==> src/rtl/bcdec_pkg.sv <==
// Shared types, codes and constant-divide helpers for the block decoder.
package bcdec_pkg;

  // Alpha mode codes; the unused code decodes as opaque.
  localparam logic [1:0] MODE_OPAQUE   = 2'd0;
  localparam logic [1:0] MODE_EXPLICIT = 2'd1;
  localparam logic [1:0] MODE_INTERP   = 2'd2;

  // Configuration register indexes.
  localparam logic REG_ALPHA_MODE = 1'b0;
  localparam logic REG_PUNCH      = 1'b1;

  localparam logic [7:0] ALPHA_OPAQUE = 8'hff;

  // Reciprocals for exact truncating division over the ranges used here.
  localparam logic [10:0] RECIP3 = 11'd683;   // x < 2048, shift 11
  localparam logic [11:0] RECIP7 = 12'd2341;  // x < 5461, shift 14
  localparam logic [10:0] RECIP5 = 11'd1639;  // x < 2730, shift 13

  typedef struct packed {
    logic [7:0] r;
    logic [7:0] g;
    logic [7:0] b;
  } rgb_t;

  // Everything the texel serializer needs for one block.
  typedef struct packed {
    rgb_t [3:0]      color;
    logic            three;
    logic [7:0][7:0] level;
    logic [1:0]      mode;
    logic [31:0]     cidx;
    logic [63:0]     abits;
  } palette_t;

  function automatic rgb_t expand565(input logic [15:0] c);
    rgb_t e;
    e.r = {c[15:11], c[15:13]};
    e.g = {c[10:5], c[10:9]};
    e.b = {c[4:0], c[4:2]};
    return e;
  endfunction

  function automatic logic [7:0] div3(input logic [9:0] x);
    logic [20:0] p;
    p = 21'(x) * 21'(RECIP3);
    return p[18:11];
  endfunction

  function automatic logic [7:0] div7(input logic [10:0] x);
    logic [22:0] p;
    p = 23'(x) * 23'(RECIP7);
    return p[21:14];
  endfunction

  function automatic logic [7:0] div5(input logic [10:0] x);
    logic [21:0] p;
    p = 22'(x) * 22'(RECIP5);
    return p[20:13];
  endfunction

endpackage

==> src/rtl/bcdec_palette.sv <==
// Three-stage palette pipeline: capture, weighted sums, constant divides.
module bcdec_palette import bcdec_pkg::*; (
  input  logic        clk,
  input  logic        rst,
  input  logic        in_valid,
  output logic        in_ready,
  input  logic [63:0] color_bits,
  input  logic [63:0] alpha_bits,
  input  logic [1:0]  alpha_mode,
  input  logic        punchthrough_enable,
  output logic        out_valid,
  input  logic        out_ready,
  output palette_t    pal
);

  // stage 0: captured block and config
  logic        v0;
  logic [63:0] cbits0, abits0;
  logic [1:0]  mode0;
  logic        pt0;

  // stage 1: expanded endpoints and weighted sums
  logic             v1;
  rgb_t             e0_1, e1_1;
  logic [2:0][9:0]  sum2_1, sum3_1;
  logic [2:0][7:0]  half_1;
  logic             three1, gt1;
  logic [7:0]       a0_1, a1_1;
  logic [6:1][10:0] asum1;
  logic [1:0]       mode1;
  logic [31:0]      cidx1;
  logic [63:0]      abits1;

  // stage 2
  logic v2;

  logic r0, r1, r2;
  assign r2       = !v2 || out_ready;
  assign r1       = !v1 || r2;
  assign r0       = !v0 || r1;
  assign in_ready = r0;
  assign out_valid = v2;

  always_ff @(posedge clk) begin
    if (rst) begin
      v0 <= 1'b0;
    end else if (r0) begin
      v0 <= in_valid;
    end
    if (r0 && in_valid) begin
      cbits0 <= color_bits;
      abits0 <= alpha_bits;
      mode0  <= alpha_mode;
      pt0    <= punchthrough_enable;
    end
  end

  // stage 1 logic
  rgb_t             e0, e1;
  logic [2:0][7:0]  c0ch, c1ch;
  logic [2:0][9:0]  sum2, sum3;
  logic [2:0][7:0]  half;
  logic [8:0]       hsum;
  logic             three, gt;
  logic [7:0]       a0, a1;
  logic [6:1][10:0] asum;
  logic [2:0]       w0, w1;

  always_comb begin
    e0 = expand565(cbits0[15:0]);
    e1 = expand565(cbits0[31:16]);
    c0ch = {e0.r, e0.g, e0.b};
    c1ch = {e1.r, e1.g, e1.b};
    for (int ch = 0; ch < 3; ch++) begin
      sum2[ch] = {1'b0, c0ch[ch], 1'b0} + {2'b00, c1ch[ch]};
      sum3[ch] = {2'b00, c0ch[ch]} + {1'b0, c1ch[ch], 1'b0};
      hsum     = {1'b0, c0ch[ch]} + {1'b0, c1ch[ch]};
      half[ch] = hsum[8:1];
    end
    three = (mode0 != MODE_EXPLICIT) && (mode0 != MODE_INTERP) && pt0 &&
            (cbits0[15:0] <= cbits0[31:16]);
    a0 = abits0[7:0];
    a1 = abits0[15:8];
    gt = a0 > a1;
    for (int k = 1; k <= 6; k++) begin
      if (gt) begin
        w0 = 3'(7 - k);
        w1 = 3'(k);
      end else if (k < 5) begin
        w0 = 3'(5 - k);
        w1 = 3'(k);
      end else begin
        w0 = 3'd0;
        w1 = 3'd0;
      end
      asum[k] = 11'(w0) * 11'(a0) + 11'(w1) * 11'(a1);
    end
  end

  always_ff @(posedge clk) begin
    if (rst) begin
      v1 <= 1'b0;
    end else if (r1) begin
      v1 <= v0;
    end
    if (r1 && v0) begin
      e0_1   <= e0;
      e1_1   <= e1;
      sum2_1 <= sum2;
      sum3_1 <= sum3;
      half_1 <= half;
      three1 <= three;
      gt1    <= gt;
      a0_1   <= a0;
      a1_1   <= a1;
      asum1  <= asum;
      mode1  <= mode0;
      cidx1  <= cbits0[63:32];
      abits1 <= abits0;
    end
  end

  // stage 2 logic: divides by three, five and seven
  palette_t        pal_next;
  logic [2:0][7:0] p2, p3;

  always_comb begin
    for (int ch = 0; ch < 3; ch++) begin
      p2[ch] = three1 ? half_1[ch] : div3(sum2_1[ch]);
      p3[ch] = three1 ? 8'h00 : div3(sum3_1[ch]);
    end
    pal_next.color[0] = e0_1;
    pal_next.color[1] = e1_1;
    pal_next.color[2] = '{r: p2[2], g: p2[1], b: p2[0]};
    pal_next.color[3] = '{r: p3[2], g: p3[1], b: p3[0]};
    pal_next.three    = three1;
    pal_next.level[0] = a0_1;
    pal_next.level[1] = a1_1;
    for (int k = 1; k <= 6; k++) begin
      if (gt1) begin
        pal_next.level[k+1] = div7(asum1[k]);
      end else if (k < 5) begin
        pal_next.level[k+1] = div5(asum1[k]);
      end else if (k == 5) begin
        pal_next.level[k+1] = 8'h00;
      end else begin
        pal_next.level[k+1] = ALPHA_OPAQUE;
      end
    end
    pal_next.mode  = mode1;
    pal_next.cidx  = cidx1;
    pal_next.abits = abits1;
  end

  always_ff @(posedge clk) begin
    if (rst) begin
      v2 <= 1'b0;
    end else if (r2) begin
      v2 <= v1;
    end
    if (r2 && v1) begin
      pal <= pal_next;
    end
  end

endmodule

==> src/rtl/bcdec_serializer.sv <==
// Texel serializer: holds one block's palette and emits 16 texels in order.
module bcdec_serializer import bcdec_pkg::*; (
  input  logic       clk,
  input  logic       rst,
  input  logic       load_valid,
  output logic       load_ready,
  input  palette_t   pal,
  output logic       texel_strobe,
  output logic [7:0] red,
  output logic [7:0] green,
  output logic [7:0] blue,
  output logic [7:0] alpha,
  output logic [3:0] texel_index,
  output logic       last
);

  logic            active;
  logic [3:0]      count;
  rgb_t [3:0]      color;
  logic            three;
  logic [7:0][7:0] level;
  logic [1:0]      mode;
  logic [31:0]     cidx;
  logic [63:0]     nib;
  logic [47:0]     aidx;

  logic [1:0] ci;
  rgb_t       col;
  logic [7:0] alpha_next;

  assign load_ready = !active || (count == 4'hf);

  always_comb begin
    ci  = cidx[1:0];
    col = color[ci];
    case (mode)
      MODE_EXPLICIT: alpha_next = {nib[3:0], nib[3:0]};
      MODE_INTERP:   alpha_next = level[aidx[2:0]];
      default:       alpha_next = (three && ci == 2'd3) ? 8'h00 : ALPHA_OPAQUE;
    endcase
  end

  always_ff @(posedge clk) begin
    if (rst) begin
      active       <= 1'b0;
      texel_strobe <= 1'b0;
      count        <= 4'd0;
    end else begin
      texel_strobe <= active;
      if (load_valid && load_ready) begin
        active <= 1'b1;
        count  <= 4'd0;
      end else if (active) begin
        count <= count + 4'd1;
        if (count == 4'hf) begin
          active <= 1'b0;
        end
      end
    end
  end

  always_ff @(posedge clk) begin
    if (active) begin
      red         <= col.r;
      green       <= col.g;
      blue        <= col.b;
      alpha       <= alpha_next;
      texel_index <= count;
      last        <= (count == 4'hf);
    end
    if (load_valid && load_ready) begin
      color <= pal.color;
      three <= pal.three;
      level <= pal.level;
      mode  <= pal.mode;
      cidx  <= pal.cidx;
      nib   <= pal.abits;
      aidx  <= pal.abits[63:16];
    end else if (active) begin
      cidx <= {2'b00, cidx[31:2]};
      nib  <= {4'h0, nib[63:4]};
      aidx <= {3'b000, aidx[47:3]};
    end
  end

endmodule

==> src/rtl/bc1_bc2_bc3_block_decoder.sv <==
// Top level of the BC1/BC2/BC3 4x4 block decoder.
// The first texel of a block is strobed once its start has passed capture, sums,
// divides, serializer load and the output register, then one texel per cycle.
// The single-texel serializer sets the block rate; up to three further blocks
// queue in the palette pipeline meanwhile.
// Reset (rst, synchronous): clears valid bits, strobe and both config regs.
module bc1_bc2_bc3_block_decoder import bcdec_pkg::*; (
  input  logic        clk,
  input  logic        rst,
  // block input
  input  logic        start,
  output logic        busy,
  input  logic [63:0] color_bits,
  input  logic [63:0] alpha_bits,
  // config write port
  input  logic        cfg_write,
  input  logic        cfg_index,
  input  logic [1:0]  cfg_data,
  // texel output, one item per strobe, no back-pressure
  output logic        texel_strobe,
  output logic [7:0]  red,
  output logic [7:0]  green,
  output logic [7:0]  blue,
  output logic [7:0]  alpha,
  output logic [3:0]  texel_index,
  output logic        last
);

  logic [1:0] alpha_mode;
  logic       punchthrough_enable;

  // Config registers; the user must write them only while idle (the block does
  // not enforce this), and each block still snapshots them at capture.
  always_ff @(posedge clk) begin
    if (rst) begin
      alpha_mode          <= MODE_OPAQUE;
      punchthrough_enable <= 1'b0;
    end else if (cfg_write) begin
      case (cfg_index)
        REG_ALPHA_MODE: alpha_mode          <= cfg_data[1:0];
        REG_PUNCH:      punchthrough_enable <= cfg_data[0];
        default: ;
      endcase
    end
  end

  logic     in_ready;
  logic     pal_valid;
  logic     pal_ready;
  palette_t pal;

  assign busy = !in_ready;

  // Palette and alpha levels for a block, three register stages deep.
  bcdec_palette u_palette (
    .clk                 (clk),
    .rst                 (rst),
    .in_valid            (start),
    .in_ready            (in_ready),
    .color_bits          (color_bits),
    .alpha_bits          (alpha_bits),
    .alpha_mode          (alpha_mode),
    .punchthrough_enable (punchthrough_enable),
    .out_valid           (pal_valid),
    .out_ready           (pal_ready),
    .pal                 (pal)
  );

  // Walks the 16 texels; takes the next block on its final texel so
  // blocks leave back to back.
  bcdec_serializer u_serializer (
    .clk          (clk),
    .rst          (rst),
    .load_valid   (pal_valid),
    .load_ready   (pal_ready),
    .pal          (pal),
    .texel_strobe (texel_strobe),
    .red          (red),
    .green        (green),
    .blue         (blue),
    .alpha        (alpha),
    .texel_index  (texel_index),
    .last         (last)
  );

endmodule

==> config.mk <==
export PLATFORM = sky130hd
export DESIGN_NAME = bc1_bc2_bc3_block_decoder
export DESIGN_NICKNAME = d
export VERILOG_FILES = /design/src/rtl/bcdec_pkg.sv /design/src/rtl/bcdec_palette.sv /design/src/rtl/bcdec_serializer.sv /design/src/rtl/bc1_bc2_bc3_block_decoder.sv
export SDC_FILE = /design/constraint.sdc
export NUM_CORES = 2
export LEC_CHECK = 0
export ABC_CLOCK_PERIOD_IN_PS = 48200
export BUFFER_PORTS_ARGS = -buffer_cell sky130_fd_sc_hd__buf_2
export CORE_UTILIZATION = 65
export CTS_BUF_LIST = sky130_fd_sc_hd__clkbuf_2 sky130_fd_sc_hd__clkbuf_4 sky130_fd_sc_hd__clkbuf_8
export CTS_CLUSTER_SIZE = 16
export DETAILED_ROUTE_END_ITERATION = 8
export PLACE_DENSITY = 0.83
export SLEW_MARGIN = 10
export SYNTH_ARGS = -nofsm -noshare
export SYNTH_HDL_FRONTEND = slang
export SYNTH_SLANG_ARGS = --single-unit
==> constraint.sdc <==
create_clock -name clk -period 48.2 [get_ports clk]
set_clock_uncertainty 0.1 [all_clocks]
set_input_delay 2.41 -clock clk [delete_from_list [all_inputs] [get_ports clk]]
set_output_delay 2.41 -clock clk [all_outputs]
set_load 0.01 [all_outputs]
==> results.ini <==
[global_route]
grt_pass1_vias=41872
grt_pass1_wl_mm=215
gr-usage-met1_pct=34.0
met3_usage_pct=4.48
overflow=0
antenna_found_initial=3
grt_max_degree=139
grt_usage_pct=27.0
top_usage_layer=met2
globalRouteMet2Util_pct=47.2

[clocking]
root_buffer=clkbuf_8
clkLatencyLatePin_ns=0.87
cts_htree_levels=4
cts_buffers=152
cts_tree=done
cts_resized=0
post_cts_buffers=0
clk_transition_reported_paths_ns=0.07
cts_sinks=967
clock_path_buffers=3
hold_buffers=0

[floorplanning]
die_height_um=321
start_util_pct=65.7
num_rows=116
coreArea_um2=100000
die_area_um2=103000
ios=174
fp.dieW_um=321

[worst_setup_path]
arrival_ns=6.25
worstReg2RegEnd=u_palette.pal[144]$_DFFE_PP_
cp-startpoint=u_palette.abits1[0]$_DFFE_PP_
reg2reg_depth=18
critPathMaxFanout=14
start_kind=flip-flop
end_kind=flip-flop
rrSetupSlack_ns=42.44
critical_path_class=reg2reg
cp.required_ns=48.69
regToRegStartpoint=u_palette.abits1[0]$_DFFE_PP_
cp-endpoint=u_palette.pal[144]$_DFFE_PP_

[sta]
rsz0062_at_grt=no
min_period_ns=5.76
setup_viol=0
fin_tns_setup_ns=0
final_hold_viol_count=0
period_share_pct=12.0
report.final.slew_viol_count=0
worst_pin_slew_ns=1.08
max_freq_mhz=174
slew_headroom_pct=27.7
timing.hold.ws_ns=0.287

[routing]
drcViolationCount=0
detail-route-antenna-nets=0
drt-initial-drc-count=2590
viasPerCell=5.56
drt-total-wl_mm=135
vias=39518
dr.pass1.iters=5
wire_per_inst_um=18.9

[finish]
fillers=6552
drive_above_1_share_pct=9.11
syn_to_final_growth_pct=8.93
layout.nets=7310

[pwr]
vdd_drop_max_mv=0.0699
power_mw=4.35
leakagePower_nw=33.6
power_density_nw_per_um2=60.5

[run]
cap_violations=0

[synth]
ys_seq_area_share_pct=43.8
synth.avg_cell_area_um2=12.4
synth_seq_cells=967
syn_inst=5335
yosys_warnings=0
synthFlopType=edfxtp_1
async_flop_share_pct=0
netlist_area_um2=66000
synth_cell_types=74
synth_edf_count=955

[placed_design]
port_buffers=173
gp_congestion=0.921
place_hpwl_mm=101

[status]
status=finished, final reports clean

[min_path]
min_path_type=reg2reg
holdPathStages=0

[cells in the mapped netlist, types with 8 or more instances]
| cell | n | area share (%) |
|---|---|---|
| xor2_1 | 68 | 0.90 |
| inv_1 | 1054 | 6.0 |
| a31oi_1 | 17 | 0.16 |
| dfxtp_1 | 12 | 0.36 |
| mux2_2 | 15 | 0.26 |
| xnor2_1 | 193 | 2.6 |
| o21ai_0 | 122 | 0.92 |
| or3_1 | 15 | 0.14 |
| buf_1 | 8 | 0.045 |
| mux2i_1 | 12 | 0.18 |
| o21bai_1 | 49 | 0.56 |
| ha_1 | 1153 | 22 |
| and2_1 | 19 | 0.18 |
| and3_1 | 17 | 0.16 |
| a22oi_1 | 10 | 0.11 |
| nand2_1 | 464 | 2.6 |
| edfxtp_1 | 955 | 43 |
| nor2_1 | 143 | 0.81 |
| o31ai_1 | 14 | 0.16 |
| a211oi_1 | 14 | 0.16 |
| clkbuf_1 | 54 | 0.31 |
| a21o_1 | 49 | 0.56 |
| nand2b_1 | 19 | 0.18 |
| mux4_2 | 40 | 1.4 |
| a41oi_1 | 8 | 0.11 |
| nand4_1 | 22 | 0.21 |
| a21oi_1 | 186 | 1.4 |
| nor3_1 | 37 | 0.28 |
| nand3_1 | 37 | 0.28 |
| fa_1 | 398 | 12 |
| nor2b_1 | 16 | 0.15 |
| o21a_1 | 17 | 0.19 |
[area by class of cell]
type | count | area (um^2) | area share (%)
clock buffer | 190 | 2380 | 3.31
timing repair buffer | 193 | 1030 | 1.43
inverter | 1055 | 3970 | 5.52
multi-input combinational | 3255 | 33000 | 45.8
antenna | 4 | 10.0 | 0.0139
clock inverter | 91 | 942 | 1.31
sequential | 967 | 28900 | 40.2
tap | 1357 | 1700 | 2.36
[worst min-delay path by stage]
stage                                           from                          endpoint  slack, ns
global route            u_palette.e1_1[10]$_DFFE_PP_      u_palette.pal[197]$_DFFE_PP_       0.30
detailed placement    u_palette.abits0[33]$_DFFE_PP_    u_palette.abits1[33]$_DFFE_PP_       0.30
floorplan             u_palette.abits0[16]$_DFFE_PP_    u_palette.abits1[16]$_DFFE_PP_       0.30
CTS                     u_palette.e0_1[10]$_DFFE_PP_      u_palette.pal[173]$_DFFE_PP_       0.28
global placement    u_palette.pal[241]$_SDFFCE_PP0P_  u_serializer.color[78]$_DFFE_PP_       0.30
finish                  u_palette.e0_1[10]$_DFFE_PP_      u_palette.pal[173]$_DFFE_PP_       0.29
[registers in the layout (all words and copies together), names as in the netlist, 4 cells and up]
| name | cells |
|---|---|
| u_serializer.cidx | 32 |
| u_palette.asum1 | 62 |
| u_palette.cbits0 | 64 |
| u_serializer.count | 4 |
| u_serializer.texel_index | 4 |
| u_serializer.alpha | 8 |
| u_palette.e0_1 | 13 |
| u_serializer.color | 80 |
| u_palette.sum3_1 | 30 |
| u_palette.abits0 | 64 |
| u_palette.e1_1 | 13 |
| u_palette.half_1 | 24 |
| u_palette.cidx1 | 32 |
| u_serializer.green | 8 |
| u_serializer.red | 8 |
| u_palette.abits1 | 64 |
| u_serializer.level | 64 |
| u_palette.sum2_1 | 30 |
| u_serializer.blue | 8 |
| u_serializer.nib | 62 |
| u_serializer.aidx | 47 |
| u_palette.pal | 227 |
[cell families after synthesis]
family / synth area share [%]
DFF: 43.8
muxes: 1.80
other: 0.0114
and+or+nand+nor: 5.43
xor gates and xnor gates: 3.46
adders and majority gates: 33.9
AOI/OAI and AO/OA: 5.21
buffers and inverters: 6.37
[layout by cell type (no fill, tap or decap), types with 68 or more instances in the layout]
master,netlist,layout
a21oi_1,186,185
buf_2,2,173
clkbuf_8,0,153
edfxtp_1,955,955
fa_1,398,398
ha_1,1153,1153
inv_1,1054,1054
nand2_1,464,463
nor2_1,143,143
o21ai_0,122,122
xnor2_1,193,193
xor2_1,68,68
[worst max-delay path, cell delays in order, from the launching register on]
cell and delay [ns]:
edfxtp_1 0.82, ha_1 0.34, inv_1 0.07, fa_1 0.47, inv_1 0.05, fa_1 0.51
fa_1 0.56, inv_1 0.06, fa_1 0.52, inv_1 0.04, ha_1 0.30, a21o_1 0.19
a2111oi_2 0.44, a21oi_1 0.16, and4_1 0.25, a211oi_2 0.27, o21bai_1 0.11, xnor2_1 0.14
mux2i_1 0.08
[per-stage QoR]
stage | std cells | instance area, um^2 | util [%] | worst slack (ns)
2_1_floorplan | 5341 | 66000 | - | 29.38
3_3_place_gp | 6827 | 68600 | 68.3 | 42.57
3_5_place_dp | 6827 | 68600 | 68.3 | 42.46
4_1_cts | 7108 | 71900 | 71.6 | 42.46
5_1_grt | 7110 | 71900 | 71.6 | 42.02
6_report | 7112 | 71900 | 71.6 | 42.44
[metal layers]
metal	up-vias	share of wire (%)
li1	18824	-
met1	19385	41
met2	1065	51
met3	244	5.4
met4	0	3.1
met5	-	0
[power by group]
group          total (mW)  leakage (nW)  internal, mW  switching (mW)
registers            1.10          9.00          1.05          0.0485
clock network       0.760          1.72         0.419           0.341
logic                2.50          22.9          1.08            1.41
total                4.35          33.6          2.55            1.80
(Power assumes the default switching activity.)
